<file path="src/hw/rtl/boxds_pkg.sv">
// shared types, constants and channel arithmetic for the 2x2 box downsampler
package boxds_pkg;

	localparam int CHAN_N  = 4;
	localparam int CHAN_W  = 8;
	localparam int SUM_W   = CHAN_W + 1;
	localparam int PIX_W   = CHAN_N * CHAN_W;
	localparam int LINE_W  = CHAN_N * SUM_W;
	localparam int COL_W   = 13;
	localparam int ROW_W   = 16;
	localparam int PAIR_W  = 14;
	localparam int CFG_W   = 16;

	typedef enum logic {
		REG_SRC_WIDTH  = 1'b0,
		REG_SRC_HEIGHT = 1'b1
	} cfg_reg_t;

	// per-transaction line store request from the counter logic
	typedef struct packed {
		logic wr;
		logic rd;
		logic frame_end;
	} line_req_t;

	// column-pair sums, channel 0 in the low bits
	function automatic logic [LINE_W-1:0] pair_sums(input logic [PIX_W-1:0] held,
			input logic [PIX_W-1:0] pix);
		logic [LINE_W-1:0] s;
		s = '0;
		for (int c = 0; c < CHAN_N; c++) begin
			s[c*SUM_W +: SUM_W] = {1'b0, held[c*CHAN_W +: CHAN_W]} +
				{1'b0, pix[c*CHAN_W +: CHAN_W]};
		end
		return s;
	endfunction

	// add the two row sums and drop the two low bits
	function automatic logic [PIX_W-1:0] block_avg(input logic [LINE_W-1:0] prev,
			input logic [LINE_W-1:0] cur);
		logic [PIX_W-1:0] r;
		logic [SUM_W:0] t;
		r = '0;
		for (int c = 0; c < CHAN_N; c++) begin
			t = {1'b0, prev[c*SUM_W +: SUM_W]} + {1'b0, cur[c*SUM_W +: SUM_W]};
			r[c*CHAN_W +: CHAN_W] = t[SUM_W:2];
		end
		return r;
	endfunction

endpackage

</file>
<file path="src/hw/rtl/boxds_ctrl.sv">
// size registers, column and row counters, held pixel and line store requests
module boxds_ctrl import boxds_pkg::*; #(
	parameter int LINE_DEPTH = 2048,
	parameter int ADDR_W     = 11
) (
	input  logic              clk,
	input  logic              arst_n,
	input  logic              cfg_we,
	input  cfg_reg_t          cfg_sel,
	input  logic [CFG_W-1:0]  cfg_wdata,
	input  logic              accept,
	input  logic [PIX_W-1:0]  pixel,
	output line_req_t         req,
	output logic [ADDR_W-1:0] addr,
	output logic [LINE_W-1:0] sums
);

	localparam logic [PAIR_W-1:0] DEPTH_P = PAIR_W'(LINE_DEPTH);

	logic [COL_W-1:0]  width_q;
	logic [ROW_W-1:0]  height_q;
	logic [COL_W-1:0]  col_q;
	logic [ROW_W-1:0]  row_q;
	logic [PIX_W-1:0]  held_q;

	logic              active;
	logic [PAIR_W-1:0] pair;
	logic [PAIR_W-1:0] half_width;
	logic [PAIR_W-1:0] usable;
	logic [ROW_W-1:0]  used_rows;
	logic              in_range;
	logic [PAIR_W-1:0] col_inc;
	logic [ROW_W:0]    row_inc;
	logic              col_wrap;
	logic              row_wrap;

	always_comb begin
		active     = (width_q != '0) && (height_q != '0);
		pair       = {{(PAIR_W-COL_W+1){1'b0}}, col_q[COL_W-1:1]};
		half_width = {{(PAIR_W-COL_W+1){1'b0}}, width_q[COL_W-1:1]};
		usable     = (half_width > DEPTH_P) ? DEPTH_P : half_width;
		used_rows  = {height_q[ROW_W-1:1], 1'b0};
		in_range   = active && (pair < usable) && (row_q < used_rows);
		col_inc    = {{(PAIR_W-COL_W){1'b0}}, col_q} + PAIR_W'(1);
		row_inc    = {1'b0, row_q} + (ROW_W+1)'(1);
		col_wrap   = col_inc >= {{(PAIR_W-COL_W){1'b0}}, width_q};
		row_wrap   = row_inc >= {1'b0, height_q};

		req.wr        = accept && in_range && col_q[0] && !row_q[0];
		req.rd        = accept && in_range && col_q[0] && row_q[0];
		req.frame_end = (row_q == used_rows - ROW_W'(1)) && (pair == usable - PAIR_W'(1));
		addr          = pair[ADDR_W-1:0];
		sums          = pair_sums(held_q, pixel);
	end

	always_ff @(posedge clk or negedge arst_n) begin
		if (!arst_n) begin
			width_q  <= '0;
			height_q <= '0;
		end else if (cfg_we) begin
			unique case (cfg_sel)
				REG_SRC_WIDTH:  width_q  <= cfg_wdata[COL_W-1:0];
				REG_SRC_HEIGHT: height_q <= cfg_wdata[ROW_W-1:0];
			endcase
		end
	end

	always_ff @(posedge clk or negedge arst_n) begin
		if (!arst_n) begin
			col_q  <= '0;
			row_q  <= '0;
			held_q <= '0;
		end else if (accept && active) begin
			if (in_range && !col_q[0]) begin
				held_q <= pixel;
			end
			if (col_wrap) begin
				col_q <= '0;
				row_q <= row_wrap ? '0 : row_inc[ROW_W-1:0];
			end else begin
				col_q <= col_inc[COL_W-1:0];
			end
		end
	end

endmodule
</file>
<file path="config.mk">
export PLATFORM = sky130hd
export DESIGN_NAME = boxds_ctrl
export DESIGN_NICKNAME = d
export VERILOG_FILES = /design/src/hw/rtl/boxds_pkg.sv /design/src/hw/rtl/boxds_ctrl.sv
export SDC_FILE = /design/constraint.sdc
export NUM_CORES = 1
export LEC_CHECK = 0
export BUFFER_PORTS_ARGS = -buffer_cell sky130_fd_sc_hd__buf_2
export CELL_PAD_IN_SITES_DETAIL_PLACEMENT = 1
export CELL_PAD_IN_SITES_GLOBAL_PLACEMENT = 1
export CORE_AREA = 3 3 131 133
export DETAILED_ROUTE_END_ITERATION = 6
export DIE_AREA = 0 0 134 136
export GPL_TIMING_DRIVEN = 0
export PLACE_DENSITY = 0.91
export SLEW_MARGIN = 25
export SYNTH_ARGS = -nofsm -noshare
export SYNTH_HDL_FRONTEND = slang
export SYNTH_SLANG_ARGS = --single-unit
</file>
<file path="constraint.sdc">
create_clock -name clk -period 7.88 [get_ports clk]
set_input_delay 0.394 -clock clk [delete_from_list [all_inputs] [get_ports clk]]
set_output_delay 0.394 -clock clk [all_outputs]
set_load 0.02 [all_outputs]
</file>
==> metrics.txt <==
status=finished, final reports clean; Hold Buf Count CTS=1; core area=15,900 um2; netlist area before placement=7800 um2; CP max stage delay=580 ps; post-DP HPWL=19.7 mm; critical path cell sequence=clkbuf_1, clkinv_1, buf_1, nand2_1, ha_1, clkbuf_1, inv_1, a311oi_1, nand4_1, a2111oi_0, nand4_1, nor4_2, buf_2; main combinational cell family by area after synthesis=simple AND/OR/NAND/NOR gates; Port Buffer Count=102; first-pass GRT wire length=39.8 mm; leakage power=4.13 nW; Site Rows=46; slew margin rel.=0.430; # diodes=0; Fin Clk Skew=11.5 ps; EDFF count, synth=0; Hold Path Origin=cfg_wdata[15]; detailed router's first-iteration violation count=489; leading cell types in the layout, fill and taps excluded=102 x buf_2, 92 x ha_1, 90 x dfrtp_1; height of the die=136 um; synthesis-to-layout area growth=14.1%; CTS Root Cell=clkbuf_16; FILL cells=1,872; io pins=103; drt drc=0; Synth Area in Adders=0.158; # Post-CTS Setup Buffers=0; GPL Wtd Cong=0.913; Die Wd=134 um; max-cap viol count=0; Final Hold Vio Count=0; WHS Endpoint=height_q[15]; share of layout cells above drive strength 1=0.202; vias in the first global route=7,638; Total Routing Usage GR=0.276; setup violators final=0; mux contribution to synthesized area=0.0868; Detail Route Antenna Nets=0; Mapped Nets=1,005; Post-DP Area=8610 um2; Final period util=0.665; CTS tree=yes; drt total wl=24.6 mm; CTS clk-pin slew, worst paths=70 ps; fin area=8890 um2; CP required=7490 ps; CP Launch Point=width_q[12]; initial antenna violation count=1; largest net degree at the start of global routing=53; PwrDens=331 nW/um2; Max Clock Freq=0.191 GHz; commonest non-fill, non-tap cell in the layout=buf_2; Worst-Skew Late Latency=360 ps; vias=7,046; Crit Path Max Fanout=11; Syn Area/Cell=9.11 um2; Worst R2R End=row_q[7]; CP startpoint kind=register; worst min-delay path category=in -> reg; main flop type after synthesis=dfrtp_1; clock tree buffer depth=2; Syn Inst Count=856; WL/cell=20.6 um; Slew @ Worst Pin=845 ps; H-tree depth=3; critical path's slowest cell=a2111oi_0; sequential-to-total area share from yosys stat=0.289; number of synthesized register bits=90; Ys Warns=0; Async S/R FF share, synth=1.00; RSZ-0062 raised after global routing=no; CTS Sinks=90; Initial Util=0.489; post-route setup TNS=0 ps; Synth Area in Simple Gates=0.183; GRT overflow=0; post-synthesis xor/xnor area fraction=0.0775; FF-to-FF path depth=14; nets@finish=1,120; Synth cell types=65; Die ar.=18,200 um2; first drt pass iteration count=5; Slew Viols, Final=0; internal reg-to-reg setup slack=3610 ps; Worst Setup End Kind=output port; Max VDD drop=270 uV; drt via density=5.92; CTS Buf Count=9; Final min period=5240 ps; CP Class=reg -> out; Synth Area in Compound Gates=0.145; RR Startpoint=row_q[3]; WHS Path Cells=2; Crit path arrival time=4850 ps; PostCTS Resize Cnt=0
-- layout make-up --
class	count	area, um2	area share
clock buffer	11	243	0.0273
timing repair buffer	104	554	0.0623
sequential	90	2250	0.253
clock inverter	4	28.8	0.00324
buffer	49	264	0.0297
inverter	56	210	0.0236
multi-input combinational	661	5070	0.570
tap	216	270	0.0304
-- synth_stat cells (all sizes together) (22+ instances only) --
| master | n | area (um2) |
|---|---|---|
| o21ai | 67 | 335 |
| dfrtp | 90 | 2250 |
| nand3 | 38 | 190 |
| mux2 | 47 | 627 |
| nand4 | 22 | 138 |
| nor2 | 44 | 165 |
| inv | 55 | 206 |
| nand2 | 72 | 270 |
| ha | 92 | 1150 |
| clkbuf | 31 | 116 |
| xnor2 | 49 | 429 |
| a21oi | 34 | 170 |
-- metal layers --
layer / share of wire / GRT usage / vias to the layer above
met1: 0.43 / 0.346 / 3468
met2: 0.48 / 0.476 / 222
met4: 0.031 / 0.109 / 2
met5: 0.00053 / 0 / -
met3: 0.057 / 0.0485 / 56
li1: - / - / 3298
-- stage by stage --
stage	worst slack (ps)	utilization	total power, W	hold WS [ps]	cells
6_report	2640	0.558	0.00294	267	1191
5_1_grt	2460	0.558	0.00316	275	1191
3_3_place_gp	3220	0.538	0.00241	495	1174
3_5_place_dp	3200	0.540	0.00251	334	1175
2_1_floorplan	4370	-	0.00197	98.4	856
4_1_cts	2790	0.558	0.00295	261	1191
-- worst max path at each step --
stage	endpoint
after floorplan	req[0]
after global placement	req[0]
after detailed placement	req[0]
after CTS	req[0]
after global routing	req[0]
final	req[0]
-- registers in the layout, summed over array words and instances, names as in the netlist --
name and count:
width_q 13, held_q 32, height_q 16, row_q 16
col_q 13
-- cells by family after synthesis --
group,after synthesis
buffers and inverters,105
XOR/XNOR,69
flip-flops,90
AND/OR/NAND/NOR,266
multiplexers,52
adder cells (fa/ha/maj),96
AO/OA/AOI/OAI,178
-- where the power goes --
part           total, W  switching [W]  internal [W]
clock          0.000419       0.000198      0.000221
sequential     0.000752       0.000152      0.000600
combinational   0.00177        0.00102      0.000749
total           0.00294        0.00137       0.00157
-- worst max-delay path: cells and delay by family, from the launching register on --
family	cells	cell delay, ps
buffers and inverters	6	2010
adders and majority gates	1	240
DFF	1	440
and+or+nand+nor	4	860
AOI/OAI and AO/OA	2	930
Note: power is estimated with default switching activity, not from simulation.
